<file path="config.mk">
export PLATFORM = sky130hd
export DESIGN_NAME = lpc10_speech_synth_unit
export DESIGN_NICKNAME = d
export VERILOG_FILES = /design/src/rtl/core/lpc_pkg.sv /design/src/rtl/core/lpc_mac.sv /design/src/rtl/core/lpc10_speech_synth_unit.sv
export SDC_FILE = /design/constraint.sdc
export NUM_CORES = 2
export LEC_CHECK = 0
export BUFFER_PORTS_ARGS = -buffer_cell sky130_fd_sc_hd__clkbuf_2
export CAP_MARGIN = 5
export CORE_MARGIN = 2
export CORE_UTILIZATION = 45
export DETAILED_ROUTE_END_ITERATION = 12
export PLACE_DENSITY_LB_ADDON = 0.08
export SYNTH_ARGS = -nofsm -noshare
export SYNTH_HDL_FRONTEND = slang
export SYNTH_HIERARCHICAL = 1
export SYNTH_SLANG_ARGS = --single-unit
</file>
<file path="constraint.sdc">
create_clock -name clk -period 13.95 [get_ports clk]
set_input_delay 4.185 -clock clk [delete_from_list [all_inputs] [get_ports clk]]
set_output_delay 4.185 -clock clk [all_outputs]
set_load 0.1 [all_outputs]
</file>
<file path="src/rtl/core/lpc_pkg.sv">
// lpc_pkg: shared constants and code tables for the lattice speech synthesizer
// depends on nothing
`timescale 1ns / 1ps
package lpc_pkg;
  localparam int CHIRP_LEN_DEF = 41;
  localparam int CHIRP_STORED = 41;
  localparam logic [15:0] NOISE_TAPS = 16'hB800;
  localparam logic [15:0] OUT_OFFSET = 16'h0100;
  localparam logic [3:0] ECODE_SILENT = 4'd0;
  localparam logic [3:0] ECODE_STOP = 4'd15;
  localparam int NSTAGE = 10;

  function automatic logic [7:0] chirp_lut(input logic [5:0] i);
    logic [7:0] t [0:40];
    t = '{8'h00,8'h2A,8'hD4,8'h32,8'hB2,8'h12,8'h25,8'h14,8'h02,8'hE1,8'hC5,8'h02,
          8'h5F,8'h5A,8'h05,8'h0F,8'h26,8'hFC,8'hA5,8'hA5,8'hD6,8'hDD,8'hDC,8'hFC,
          8'h25,8'h2B,8'h22,8'h21,8'h0F,8'hFF,8'hF8,8'hEE,8'hED,8'hEF,8'hF7,8'hF6,
          8'hFA,8'h00,8'h03,8'h02,8'h01};
    return (i < 6'd41) ? t[i] : 8'h00;
  endfunction

  function automatic logic [7:0] energy_lut(input logic [3:0] i);
    logic [7:0] t [0:15];
    t = '{8'h00,8'h02,8'h03,8'h04,8'h05,8'h07,8'h0A,8'h0F,
          8'h14,8'h20,8'h29,8'h39,8'h51,8'h72,8'hA1,8'hFF};
    return t[i];
  endfunction

  function automatic logic [7:0] pitch_lut(input logic [5:0] i);
    logic [7:0] t [0:63];
    t = '{8'h00,8'h10,8'h11,8'h12,8'h13,8'h14,8'h15,8'h16,8'h17,8'h18,8'h19,8'h1A,
          8'h1B,8'h1C,8'h1D,8'h1E,8'h1F,8'h20,8'h21,8'h22,8'h23,8'h24,8'h25,8'h26,
          8'h27,8'h28,8'h29,8'h2A,8'h2B,8'h2D,8'h2F,8'h31,8'h33,8'h35,8'h36,8'h39,
          8'h3B,8'h3D,8'h3F,8'h42,8'h45,8'h47,8'h49,8'h4D,8'h4F,8'h51,8'h55,8'h57,
          8'h5C,8'h5F,8'h63,8'h66,8'h6A,8'h6E,8'h73,8'h77,8'h7B,8'h80,8'h85,8'h8A,
          8'h8F,8'h95,8'h9A,8'hA0};
    return t[i];
  endfunction

  function automatic logic [15:0] k1_lut(input logic [4:0] i);
    logic [15:0] t [0:31];
    t = '{16'h82C0,16'h8380,16'h83C0,16'h8440,16'h84C0,16'h8540,16'h8600,16'h8780,
          16'h8880,16'h8980,16'h8AC0,16'h8C00,16'h8D40,16'h8F00,16'h90C0,16'h92C0,
          16'h9900,16'hA140,16'hAB80,16'hB840,16'hC740,16'hD8C0,16'hEBC0,16'h0000,
          16'h1440,16'h2740,16'h38C0,16'h47C0,16'h5480,16'h5EC0,16'h6700,16'h6D40};
    return t[i];
  endfunction

  function automatic logic [15:0] k2_lut(input logic [4:0] i);
    logic [15:0] t [0:31];
    t = '{16'hAE00,16'hB480,16'hBB80,16'hC340,16'hCB80,16'hD440,16'hDDC0,16'hE780,
          16'hF180,16'hFBC0,16'h0600,16'h1040,16'h1A40,16'h2400,16'h2D40,16'h3600,
          16'h3E40,16'h45C0,16'h4CC0,16'h5300,16'h5880,16'h5DC0,16'h6240,16'h6640,
          16'h69C0,16'h6CC0,16'h6F80,16'h71C0,16'h73C0,16'h7580,16'h7700,16'h7E80};
    return t[i];
  endfunction

  // narrow coefficient tables, selected by coefficient slot (0 = k3 .. 7 = k10)
  function automatic logic [7:0] kn_lut(input logic [2:0] slot, input logic [3:0] i);
    logic [7:0] t3 [0:15];
    logic [7:0] t4 [0:15];
    logic [7:0] t5 [0:15];
    logic [7:0] t6 [0:15];
    logic [7:0] t7 [0:15];
    logic [7:0] t8 [0:7];
    logic [7:0] t9 [0:7];
    logic [7:0] t10 [0:7];
    logic [7:0] r;
    t3 = '{8'h92,8'h9F,8'hAD,8'hBA,8'hC8,8'hD5,8'hE3,8'hF0,
           8'hFE,8'h0B,8'h19,8'h26,8'h34,8'h41,8'h4F,8'h5C};
    t4 = '{8'hAE,8'hBC,8'hCA,8'hD8,8'hE6,8'hF4,8'h01,8'h0F,
           8'h1D,8'h2B,8'h39,8'h47,8'h55,8'h63,8'h71,8'h7E};
    t5 = '{8'hAE,8'hBA,8'hC5,8'hD1,8'hDD,8'hE8,8'hF4,8'hFF,
           8'h0B,8'h17,8'h22,8'h2E,8'h39,8'h45,8'h51,8'h5C};
    t6 = '{8'hC0,8'hCB,8'hD6,8'hE1,8'hEC,8'hF7,8'h03,8'h0E,
           8'h19,8'h24,8'h2F,8'h3A,8'h45,8'h50,8'h5B,8'h66};
    t7 = '{8'hB3,8'hBF,8'hCB,8'hD7,8'hE3,8'hEF,8'hFB,8'h07,
           8'h13,8'h1F,8'h2B,8'h37,8'h43,8'h4F,8'h5A,8'h66};
    t8 = '{8'hC0,8'hD8,8'hF0,8'h07,8'h1F,8'h37,8'h4F,8'h66};
    t9 = '{8'hC0,8'hD4,8'hE8,8'hFC,8'h10,8'h25,8'h39,8'h4D};
    t10 = '{8'hCD,8'hDF,8'hF1,8'h04,8'h16,8'h20,8'h3B,8'h4D};
    case (slot)
      3'd0: r = t3[i];
      3'd1: r = t4[i];
      3'd2: r = t5[i];
      3'd3: r = t6[i];
      3'd4: r = t7[i];
      3'd5: r = t8[i[2:0]];
      3'd6: r = t9[i[2:0]];
      default: r = t10[i[2:0]];
    endcase
    return r;
  endfunction
endpackage

</file>
<file path="src/rtl/core/lpc_mac.sv">
// lpc_mac: registered lattice multiply and shift, add or subtract, 16-bit wrap
// depends on lpc_pkg
`timescale 1ns / 1ps
module lpc_mac (
  input  logic        clk,
  input  logic        start,
  input  logic [15:0] coef,
  input  logic        wide,
  input  logic [15:0] mul_in,
  input  logic [15:0] acc_in,
  input  logic        sub,
  output logic [15:0] result
);
  import lpc_pkg::*;
  logic signed [31:0] prod;
  logic signed [31:0] shifted;
  logic [15:0] acc_q;
  logic sub_q;
  logic wide_q;
  logic signed [16:0] cq;

  // narrow coefficients sit sign-held in the low byte
  assign cq = wide ? {coef[15], coef} : {{9{coef[7]}}, coef[7:0]};

  // product registered, then shift and add next cycle
  always_ff @(posedge clk) begin
    if (start) begin
      prod <= 32'(cq * $signed(mul_in));
      acc_q <= acc_in;
      sub_q <= sub;
      wide_q <= wide;
    end
  end

  assign shifted = wide_q ? (prod >>> 15) : (prod >>> 7);
  assign result = sub_q ? (acc_q - shifted[15:0]) : (acc_q + shifted[15:0]);
endmodule

</file>
<file path="src/rtl/core/lpc10_speech_synth_unit.sv">
// lpc10_speech_synth_unit: top level of the lattice speech synthesizer
// depends on lpc_pkg and lpc_mac
`timescale 1ns / 1ps
//  channel | direction | payload
//  in      | input     | func energy_code repeat_flag pitch_code low/high_coef_codes
//  out     | output    | sample_value
// a stop frame or a frame that loads coefficients is taken in the accept cycle,
// then the coefficient slots are visited one per cycle: a stop frame writes
// zeros, a voiced frame k1..k10, an unvoiced frame only k1..k4. silent and
// repeat frames end in the accept cycle. a tick item runs the excitation step,
// 10 forward and 9 reverse stages (memory read, registered multiply, write back)
// and a final step that registers the sample and raises out_valid.
// reset clears the registers at once; the coefficient and history memories
// are swept to zero in the clear state, during which no item is taken.
// while a result waits under a stalled output, no item is taken.
module lpc10_speech_synth_unit #(
  parameter int CHIRP_LEN = lpc_pkg::CHIRP_LEN_DEF
) (
  input  logic        clk,
  input  logic        rst,
  input  logic        in_valid,
  output logic        in_stall,
  input  logic        func,
  input  logic [3:0]  energy_code,
  input  logic        repeat_flag,
  input  logic [5:0]  pitch_code,
  input  logic [17:0] low_coef_codes,
  input  logic [20:0] high_coef_codes,
  output logic        out_valid,
  input  logic        out_stall,
  output logic [15:0] sample_value
);
  import lpc_pkg::*;

  typedef enum logic [3:0] {
    S_CLR, S_IDLE, S_FRAME, S_EXC, S_FRD, S_FMUL, S_FWB,
    S_RRD, S_RMUL, S_RWB, S_DONE
  } state_t;
  state_t state;

  // coefficient memory (k1..k10, 16 bits, narrow ones sign-held in low byte)
  logic [15:0] coef_mem [0:NSTAGE-1];
  // lattice history memory
  logic [15:0] hist_mem [0:NSTAGE-1];
  logic [15:0] coef_rd;
  logic [15:0] hist_rd;
  logic [3:0]  rd_addr;
  logic        cw_en, hw_en;
  logic [3:0]  cw_addr, hw_addr;
  logic [15:0] cw_data, hw_data;

  always_ff @(posedge clk) begin
    if (cw_en) coef_mem[cw_addr] <= cw_data;
    if (hw_en) hist_mem[hw_addr] <= hw_data;
    coef_rd <= coef_mem[rd_addr];
    hist_rd <= hist_mem[rd_addr];
  end

  logic [7:0]  cur_energy, cur_pitch, period_count;
  logic [15:0] noise_lfsr;
  logic [3:0]  idx;
  logic [15:0] u_acc;          // running forward value
  logic [15:0] u_save [0:NSTAGE-1]; // forward values per stage, fixed taps
  logic [17:0] lo_q;
  logic [20:0] hi_q;
  logic        voiced_q, load_coef;

  logic        mac_start;
  logic [15:0] mac_coef, mac_mul, mac_acc, mac_res;
  logic        mac_sub;

  // k1 and k2 are the wide coefficients; the read address names the stage
  lpc_mac u_mac (
    .clk(clk), .start(mac_start), .coef(mac_coef), .wide(rd_addr < 4'd2),
    .mul_in(mac_mul), .acc_in(mac_acc), .sub(mac_sub), .result(mac_res)
  );

  logic signed [15:0] chirp_prod;
  logic [7:0] pc_next;
  logic [15:0] lfsr_next;
  logic [15:0] exc;
  always_comb begin
    pc_next = (period_count < cur_pitch) ? period_count + 8'd1 : 8'd0;
    lfsr_next = (noise_lfsr >> 1) ^ (noise_lfsr[0] ? NOISE_TAPS : 16'h0000);
    chirp_prod = 16'(($signed(chirp_lut(pc_next[5:0])) * $signed({1'b0, cur_energy})) >>> 8);
    if (cur_pitch != 8'd0)
      exc = (32'(pc_next) < CHIRP_LEN && pc_next < 8'(CHIRP_STORED)) ? chirp_prod : 16'h0;
    else
      exc = lfsr_next[0] ? {8'h00, cur_energy} : -{8'h00, cur_energy};
  end

  // frame coefficient for current slot
  logic [15:0] frame_coef;
  always_comb begin
    case (idx)
      4'd0: frame_coef = k1_lut(lo_q[17:13]);
      4'd1: frame_coef = k2_lut(lo_q[12:8]);
      4'd2: frame_coef = {8'h00, kn_lut(3'd0, lo_q[7:4])};
      4'd3: frame_coef = {8'h00, kn_lut(3'd1, lo_q[3:0])};
      4'd4: frame_coef = {8'h00, kn_lut(3'd2, hi_q[20:17])};
      4'd5: frame_coef = {8'h00, kn_lut(3'd3, hi_q[16:13])};
      4'd6: frame_coef = {8'h00, kn_lut(3'd4, hi_q[12:9])};
      4'd7: frame_coef = {8'h00, kn_lut(3'd5, {1'b0, hi_q[8:6]})};
      4'd8: frame_coef = {8'h00, kn_lut(3'd6, {1'b0, hi_q[5:3]})};
      default: frame_coef = {8'h00, kn_lut(3'd7, {1'b0, hi_q[2:0]})};
    endcase
  end

  always_comb begin
    cw_en = 1'b0; cw_addr = idx; cw_data = 16'h0;
    hw_en = 1'b0; hw_addr = idx; hw_data = 16'h0;
    rd_addr = idx;
    mac_start = 1'b0; mac_coef = coef_rd; mac_mul = hist_rd; mac_acc = u_acc;
    mac_sub = 1'b1;
    case (state)
      S_CLR: begin
        cw_en = 1'b1; hw_en = 1'b1;
      end
      S_FRAME: begin
        // stop clears all; otherwise load k1..k4, and k5..k10 when voiced
        if (load_coef && (idx < 4'd4 || voiced_q)) begin
          cw_en = 1'b1; cw_data = frame_coef;
        end else if (!load_coef) begin
          cw_en = 1'b1;
        end
      end
      S_FMUL: mac_start = 1'b1;
      S_RMUL: begin
        // stage idx-1: x[idx-1] + k(idx-1) * u[idx-1]
        mac_start = 1'b1; mac_mul = u_save[idx - 4'd1];
        mac_acc = hist_rd; mac_sub = 1'b0;
      end
      S_RWB: begin
        hw_en = 1'b1; hw_data = mac_res;
      end
      S_RRD: rd_addr = idx - 4'd1;
      S_DONE: begin
        hw_en = 1'b1; hw_addr = 4'd0; hw_data = u_save[0];
      end
      default: ;
    endcase
    if (state == S_RMUL) rd_addr = idx - 4'd1;
  end

  assign in_stall = (state != S_IDLE) || (out_valid && out_stall);

  always_ff @(posedge clk) begin
    if (rst) begin
      state <= S_CLR; idx <= 4'd0;
      cur_energy <= 8'd0; cur_pitch <= 8'd0; period_count <= 8'd0;
      noise_lfsr <= 16'h0001; out_valid <= 1'b0;
    end else begin
      if (out_valid && !out_stall) out_valid <= 1'b0;
      case (state)
        S_CLR: begin
          idx <= idx + 4'd1;
          if (idx == 4'(NSTAGE - 1)) begin idx <= 4'd0; state <= S_IDLE; end
        end
        S_IDLE: begin
          if (in_valid && !in_stall) begin
            lo_q <= low_coef_codes; hi_q <= high_coef_codes;
            idx <= 4'd0;
            if (!func) begin
              if (energy_code == ECODE_SILENT) begin
                cur_energy <= 8'd0;
              end else if (energy_code == ECODE_STOP) begin
                cur_energy <= 8'd0; load_coef <= 1'b0; state <= S_FRAME;
              end else begin
                cur_energy <= energy_lut(energy_code);
                cur_pitch <= pitch_lut(pitch_code);
                voiced_q <= pitch_lut(pitch_code) != 8'd0;
                load_coef <= 1'b1;
                if (!repeat_flag) state <= S_FRAME;
              end
            end else begin
              state <= S_EXC;
            end
          end
        end
        S_FRAME: begin
          idx <= idx + 4'd1;
          if (idx == 4'(NSTAGE - 1)) state <= S_IDLE;
        end
        S_EXC: begin
          if (cur_pitch != 8'd0) period_count <= pc_next;
          else noise_lfsr <= lfsr_next;
          u_acc <= exc; idx <= 4'(NSTAGE - 1); state <= S_FRD;
        end
        S_FRD: state <= S_FMUL;         // memory read in flight
        S_FMUL: state <= S_FWB;
        S_FWB: begin
          u_acc <= mac_res; u_save[idx] <= mac_res;
          if (idx == 4'd0) begin idx <= 4'(NSTAGE - 1); state <= S_RRD; end
          else begin idx <= idx - 4'd1; state <= S_FRD; end
        end
        S_RRD: state <= S_RMUL;
        S_RMUL: state <= S_RWB;
        S_RWB: begin
          if (idx == 4'd1) state <= S_DONE;
          else begin idx <= idx - 4'd1; state <= S_RRD; end
        end
        S_DONE: begin
          sample_value <= u_save[0] + OUT_OFFSET;
          out_valid <= 1'b1; state <= S_IDLE;
        end
        default: state <= S_IDLE;
      endcase
    end
  end
endmodule
</file>
# Word level (Yosys, flattened, before mapping)

Memory sizes are Yosys's and may differ from the RTL's. A register that Yosys moved wholly into a read port is not among the register bits.
Index checks and enable logic that the tools add are counted.

Bits in writable memories: 480
ROM bits: 3008
Logic and storage cells: 214
Register bits: 171
Memories: 16

Mux-type cells: 77
Reduce and logical (&&, ||, !) cells: 31
Eq/ne operators: 26
Add/sub/neg operators: 7
$lt $le $gt $ge: 19
Multiply operators: 2
Bitwise operators: 19

Memories:

| memory           | depth | bits a word | read ports | clocked after memory_dff | wr ports | line                          | text |
|---|---|---|---|---|---|---|---|
| (name not given) | 64    | 8           | 1          | 0                        | 0        | lpc_pkg.sv:37                 | `return t[i];` |
| (name not given) | 32    | 16          | 1          | 0                        | 0        | lpc_pkg.sv:55                 | `return t[i];` |
| (name not given) | 32    | 16          | 1          | 0                        | 0        | lpc_pkg.sv:46                 | `return t[i];` |
| (name not given) | 64    | 8           | 1          | 0                        | 0        | lpc_pkg.sv:19                 | `return (i < 6'd41) ? t[i] : 8'h00;` |
| coef_mem         | 10    | 16          | 1          | 1                        | 1        | lpc10_speech_synth_unit.sv:42 | `logic [15:0] coef_mem [0:NSTAGE-1];` |
| hist_mem         | 10    | 16          | 1          | 1                        | 1        | lpc10_speech_synth_unit.sv:44 | `logic [15:0] hist_mem [0:NSTAGE-1];` |
| +10 memories     | -     | -           | -          | -                        | -        | -                             |  |

Operators with widths:

| cell                                                                   | count |
|---|---|
| 16-bit two-way mux                                                     | 14 |
| 8-bit two-way mux                                                      | 26 |
| 16-bit case mux with 9 select lines                                    | 1 |
| 16-bit case mux with 2 select lines                                    | 2 |
| 4-bit two-way mux                                                      | 14 |
| 4-bit case mux with 9 select lines                                     | 1 |
| 4-bit by 3-bit equality test with 1-bit output (second input constant) | 8 |
| 17-bit by 16-bit multiplier with 31-bit output                         | 1 |
| 5-bit >= comparator (second input constant)                            | 6 |
| 4-bit inverter with 5-bit output                                       | 6 |
| 4-bit equality test (second input constant)                            | 6 |
| 4-bit case mux with 6 select lines                                     | 1 |
| 17-bit two-way mux                                                     | 1 |
| 16-bit adder                                                           | 1 |
| 16-bit by 9-bit adder with 16-bit output (second input constant)       | 1 |
| 4-bit by 2-bit equality test with 1-bit output (second input constant) | 4 |
| 8-bit by 6-bit < comparator with 1-bit output (second input constant)  | 2 |
| 8-bit by 9-bit multiplier with 16-bit output                           | 1 |
| 8-bit negator with 16-bit output                                       | 1 |
| 8-bit nonzero test                                                     | 2 |
| 16-bit subtractor                                                      | 1 |
| 15-bit by 16-bit XOR with 16-bit output                                | 1 |
| 1-bit two-way mux                                                      | 15 |
| 7-bit >= comparator (second input constant)                            | 2 |
| 34 further kinds                                                       | 63 |

# Logic depth before layout (Yosys ltp)

Word-level depth: 11
Depth in mapped cells: 36
Gate-level depth less buffers: 31

# By module

Netlist, hierarchy kept.

By module, submodules not included:

| module                  | seq. area each (um^2) | area an instance (um^2) | instances | cells each |
|---|---|---|---|---|
| lpc10_speech_synth_unit | 18227.5               | 31290.0                 | 1         | 2381 |
| lpc_mac                 | 1261.2                | 11987.7                 | 1         | 1280 |

# Worst setup path after synthesis

OpenSTA, ideal clock, no wires.

Path type: input to output
Start: input out_stall
End: output in_stall
Path slack: 4.782 ns
Required time: 9.765 ns
Data arrival time: 4.983 ns
Cell stages on the path: 2
Path through: nand2_1 -> nand2_1

Word-level cells in the longest chain between the ends: 2

Ends and longest elaborated chain:

| element           | line                           | text |
|---|---|---|
| start, declared   | lpc10_speech_synth_unit.sv:30  | `input logic out_stall,` |
| 1-bit logical AND | lpc10_speech_synth_unit.sv:145 | `assign in_stall = (state != S_IDLE) \|\| (out_valid && out_stall);` |
| 1-bit logical OR  | lpc10_speech_synth_unit.sv:145 |  |
| end, declared     | lpc10_speech_synth_unit.sv:22  | `output logic in_stall,` |

No other way between the ends.

# Final worst setup path

Start: register state[0]
End: register u_mac.prod[30], data pin

Word-level cells in the longest chain between the ends: 6
Elaborated cells between the ends (all ways): 8

Ends and longest elaborated chain:

| element                                            | line                           | text |
|---|---|---|
| start, declared                                    | lpc10_speech_synth_unit.sv:39  | `state_t state;` |
| start signal, assigned                             | lpc10_speech_synth_unit.sv:149 | `state <= S_CLR; idx <= 4'd0;` |
| start signal, assigned                             | lpc10_speech_synth_unit.sv:157 | `if (idx == 4'(NSTAGE - 1)) begin idx <= 4'd0; state <= S_IDLE; end` |
| start signal, assigned                             | lpc10_speech_synth_unit.sv:167 | `cur_energy <= 8'd0; load_coef <= 1'b0; state <= S_FRAME;` |
| 4-bit by 3-bit equality test with 1-bit output     | lpc10_speech_synth_unit.sv:115 | `case (state)` |
| 4-bit two-way mux                                  | lpc10_speech_synth_unit.sv:115 |  |
| 4-bit two-way mux                                  | lpc10_speech_synth_unit.sv:142 | `if (state == S_RMUL) rd_addr = idx - 4'd1;` |
| 4-bit by 2-bit < comparator with 1-bit output      | lpc10_speech_synth_unit.sv:74  | `.clk(clk), .start(mac_start), .coef(mac_coef), .wide(rd_addr < 4'd2),` |
| 17-bit two-way mux                                 | lpc_mac.sv:23                  | `assign cq = wide ? {coef[15], coef} : {{9{coef[7]}}, coef[7:0]};` |
| 17-bit by 16-bit multiplier with 31-bit output (*) | lpc_mac.sv:28                  | `prod <= 32'(cq * $signed(mul_in));` |
| end signal, assigned                               | lpc_mac.sv:28                  |  |
| end, declared                                      | lpc_mac.sv:15                  | `logic signed [31:0] prod;` |

Every way passes the cells marked *; elsewhere a longest branch is shown, timed or not.
A chain may end at the register's enable or synchronous reset.

==> results.py <==
metrics = {
    "status": {
        "outcome": "completed",
    },
    "clock_tree": {
        "cts_tree": "done",
        "cts_made_buffers": 74,
        "cts-root-buf": "clkbuf_16",
        "path_clk_slew_ns": 0.06,
        "post_cts_resized": 0,
        "clk_path_buf_depth": 3,
        "clk_latency_ns": 0.63,
        "cts_setup_buffers": 0,
        "ctsHoldBuffers": 0,
        "htreeDepth": 3,
        "cts_sinks": 676,
    },
    "detailed_routing": {
        "wl_um": 107000,
        "routedWlPerCell_um": 21.3,
        "vias": 27764,
        "drt_iter0_drc": 2044,
        "first_pass_iters": 7,
        "drc": 0,
        "ant_nets": 0,
        "avgViaCountPerCell": 5.52,
    },
    "layout": {
        "area_growth_pct": 10.1,
        "nNetsFinal": 4269,
        "drive_above_1_share": 0.118,
        "fillers": 8407,
    },
    "yosys": {
        "synth-seq-cells": 676,
        "synth.distinct_cells": 94,
        "syn_nets": 4231,
        "synth-edff-count": 595,
        "async_reset_ff_frac": 0,
        "syn_area_per_cell_um2": 11.8,
        "synth_flop_cell": "edfxtp_1",
        "synth_top_cell_area_share": 0.413,
        "syn_area_um2": 43300,
        "yosysWarnings": 6,
        "synth_top_area_cell": "edfxtp_1",
        "synthTopCellsByArea": "edfxtp_1 41%, fa_1 13%, ha_1 6.5%",
        "yosysSeqAreaShare": 0.450,
        "synth_cells": 3661,
    },
    "die": {
        "io_pins": 73,
        "core_area_um2": 95200,
        "die_w_um": 314,
        "start_util": 0.455,
        "die_h_um": 314,
        "die-area_um2": 98700,
        "core.rowCount": 113,
    },
    "critical_path": {
        "startpoint_type": "register",
        "required_ns": 14.33,
        "r2r_end": "u_mac/prod[30]$_DFFE_PP_",
        "path_class": "reg2reg",
        "arrival_ns": 10.32,
        "r2r-start": "state[0]$_SDFFE_PP0P_",
        "crit_path_start": "state[0]$_SDFFE_PP0P_",
        "worstSetupEndpointType": "register",
        "reg2reg_slack_ns": 4.01,
        "crit_path_max_incr_delay_ns": 0.71,
        "r2r_cells": 30,
        "slowest_stage": "dfxtp_1",
        "crit_fanout": 65,
        "path_common_cell": "fa_1",
    },
    "timing": {
        "holdWs_ns": 0.447,
        "setup_viol": 0,
        "min_period_ns": 9.94,
        "fmax_ghz": 0.101,
        "relSlewSlack": 0.163,
        "fin_skew_ns": 0.0371,
        "finalMaxSlewViolations": 0,
        "worst_slew_pin_slew_ns": 1.26,
        "finalSetupTns_ns": 0,
        "hold_viol_final": 0,
        "rsz0062_at_grt": "no",
        "final.period_utilization": 0.713,
    },
    "job": {
        "drv_cap": 0,
    },
    "grt": {
        "grt_start_max_net_pins": 83,
        "grt_pass1_wl_um": 168000,
        "grt_pass1_vias": 29124,
        "overflow": 0,
        "grtUsageTotal": 0.220,
        "antenna_found_initial": 3,
    },
    "placed_design": {
        "io_buffers": 72,
        "gp_congestion": 0.881,
        "dpl.hpwl_um": 76700,
    },
    "min_path": {
        "hold_end": "noise_lfsr[3]$_SDFFE_PP0P_",
        "hold_depth": 2,
        "min-delay-start": "noise_lfsr[4]$_SDFFE_PP0P_",
        "hold_path_class": "reg2reg",
    },
}
-- worst max-delay path: cells and delay by family (launching register included) --
kind	cells	cell delay (ns)
flops	1	0.71
fa+ha+maj	7	3.46
simple gates	9	2.23
buf+inv	5	1.50
xor+xnor	2	0.23
compound gates	7	1.49
-- cell usage after synthesis, drive strengths merged, types with 81 or more instances --
| master | number |
|---|---|
| dfxtp | 81 |
| and2 | 166 |
| o21ai | 155 |
| mux2i | 90 |
| inv | 400 |
| nand2 | 337 |
| edfxtp | 595 |
| nor2 | 221 |
| mux4 | 99 |
| ha | 224 |
| clkbuf | 128 |
| a21oi | 180 |
| fa | 291 |
-- cell usage in the layout (no fill, tap or decap), types with 11 or more instances in the layout --
master       n
mux2i_1     90
o21ai_0    123
a21oi_1    178
nor2b_1     57
edfxtp_1   595
mux4_2      99
nor3_1      58
dfxtp_1     80
inv_1      400
a211oi_1    64
xor2_1      38
and2_1     165
clkbuf_1    20
a31oi_1     24
clkinv_2    11
nand3_1     33
nor2_1     208
clkbuf_2    72
a221oi_1    11
and3_1      11
a22o_1      15
fa_1       291
nand2_1    336
mux2_2      35
ha_1       224
xnor2_1     52
o211ai_1    19
nand4_1     13
clkbuf_16   75
nand2b_1    28
o22ai_1     16
o21a_1      14
buf_4       62
o21ai_1     23
a21o_1      15
-- registers in the layout, indices dropped and copies added (netlist names), 4 cells and up --
register / count
sample_value: 16
period_count: 8
cur_pitch: 8
cur_energy: 8
noise_lfsr: 16
lo_q: 18
hist_mem: 160
coef_rd: 16
cw_addr: 4
hi_q: 21
state: 4
hist_rd: 16
u_save: 160
coef_mem: 160
u_acc: 16
u_mac/prod: 24
u_mac/acc_q: 16
-- worst max path at each step --
stage | endpoint | slack [ns] | depth (start not counted)
floorplan | in_stall | 4.78 | 2
global placement | u_mac/prod[29]$_DFFE_PP_ | 4.28 | 30
detailed placement | u_mac/prod[29]$_DFFE_PP_ | 4.04 | 30
CTS | u_mac/prod[29]$_DFFE_PP_ | 4.05 | 30
global route | u_mac/prod[29]$_DFFE_PP_ | 3.21 | 30
finish | u_mac/prod[30]$_DFFE_PP_ | 4.01 | 30
-- stage by stage --
step / cells / cell area, µm² / setup slack [ns] / utilization
floorplan: 3661 / 43300 / 4.78 / -
detailed placement: 4887 / 45100 / 4.04 / 0.474
global route: 5025 / 47600 / 3.21 / 0.501
CTS: 5024 / 47600 / 4.05 / 0.500
finish: 5026 / 47600 / 4.01 / 0.501
global placement: 4887 / 45100 / 4.28 / 0.474
-- cells by family after synthesis --
| kind of cell | synth area share |
|---|---|
| AND/OR/NAND/NOR | 0.109 |
| buffers and inverters | 0.0520 |
| flip-flops | 0.450 |
| multiplexers | 0.0814 |
| XOR/XNOR | 0.0221 |
| AO/OA/AOI/OAI | 0.0862 |
| adder cells (fa/ha/maj) | 0.199 |
-- cell type report --
cell class	count	area, µm²	area share
Multi-Input combinational cell	2410	21700	0.456
Antenna cell	1	2.50	0.0000525
Inverter	401	1510	0.0316
Clock inverter	39	492	0.0103
Sequential cell	676	19500	0.409
Clock buffer	98	1990	0.0418
Timing Repair Buffer	136	853	0.0179
Tap cell	1265	1580	0.0332
-- layer usage --
layer,share of wire,track usage
met2,0.50,0.378
met5,0,0
met3,0.043,0.0267
met1,0.43,0.290
met4,0.027,0.0699
Power is left out: the tool's default activity adds up to more than one toggle a clock period on the data nets, which glitch-free logic cannot reach.
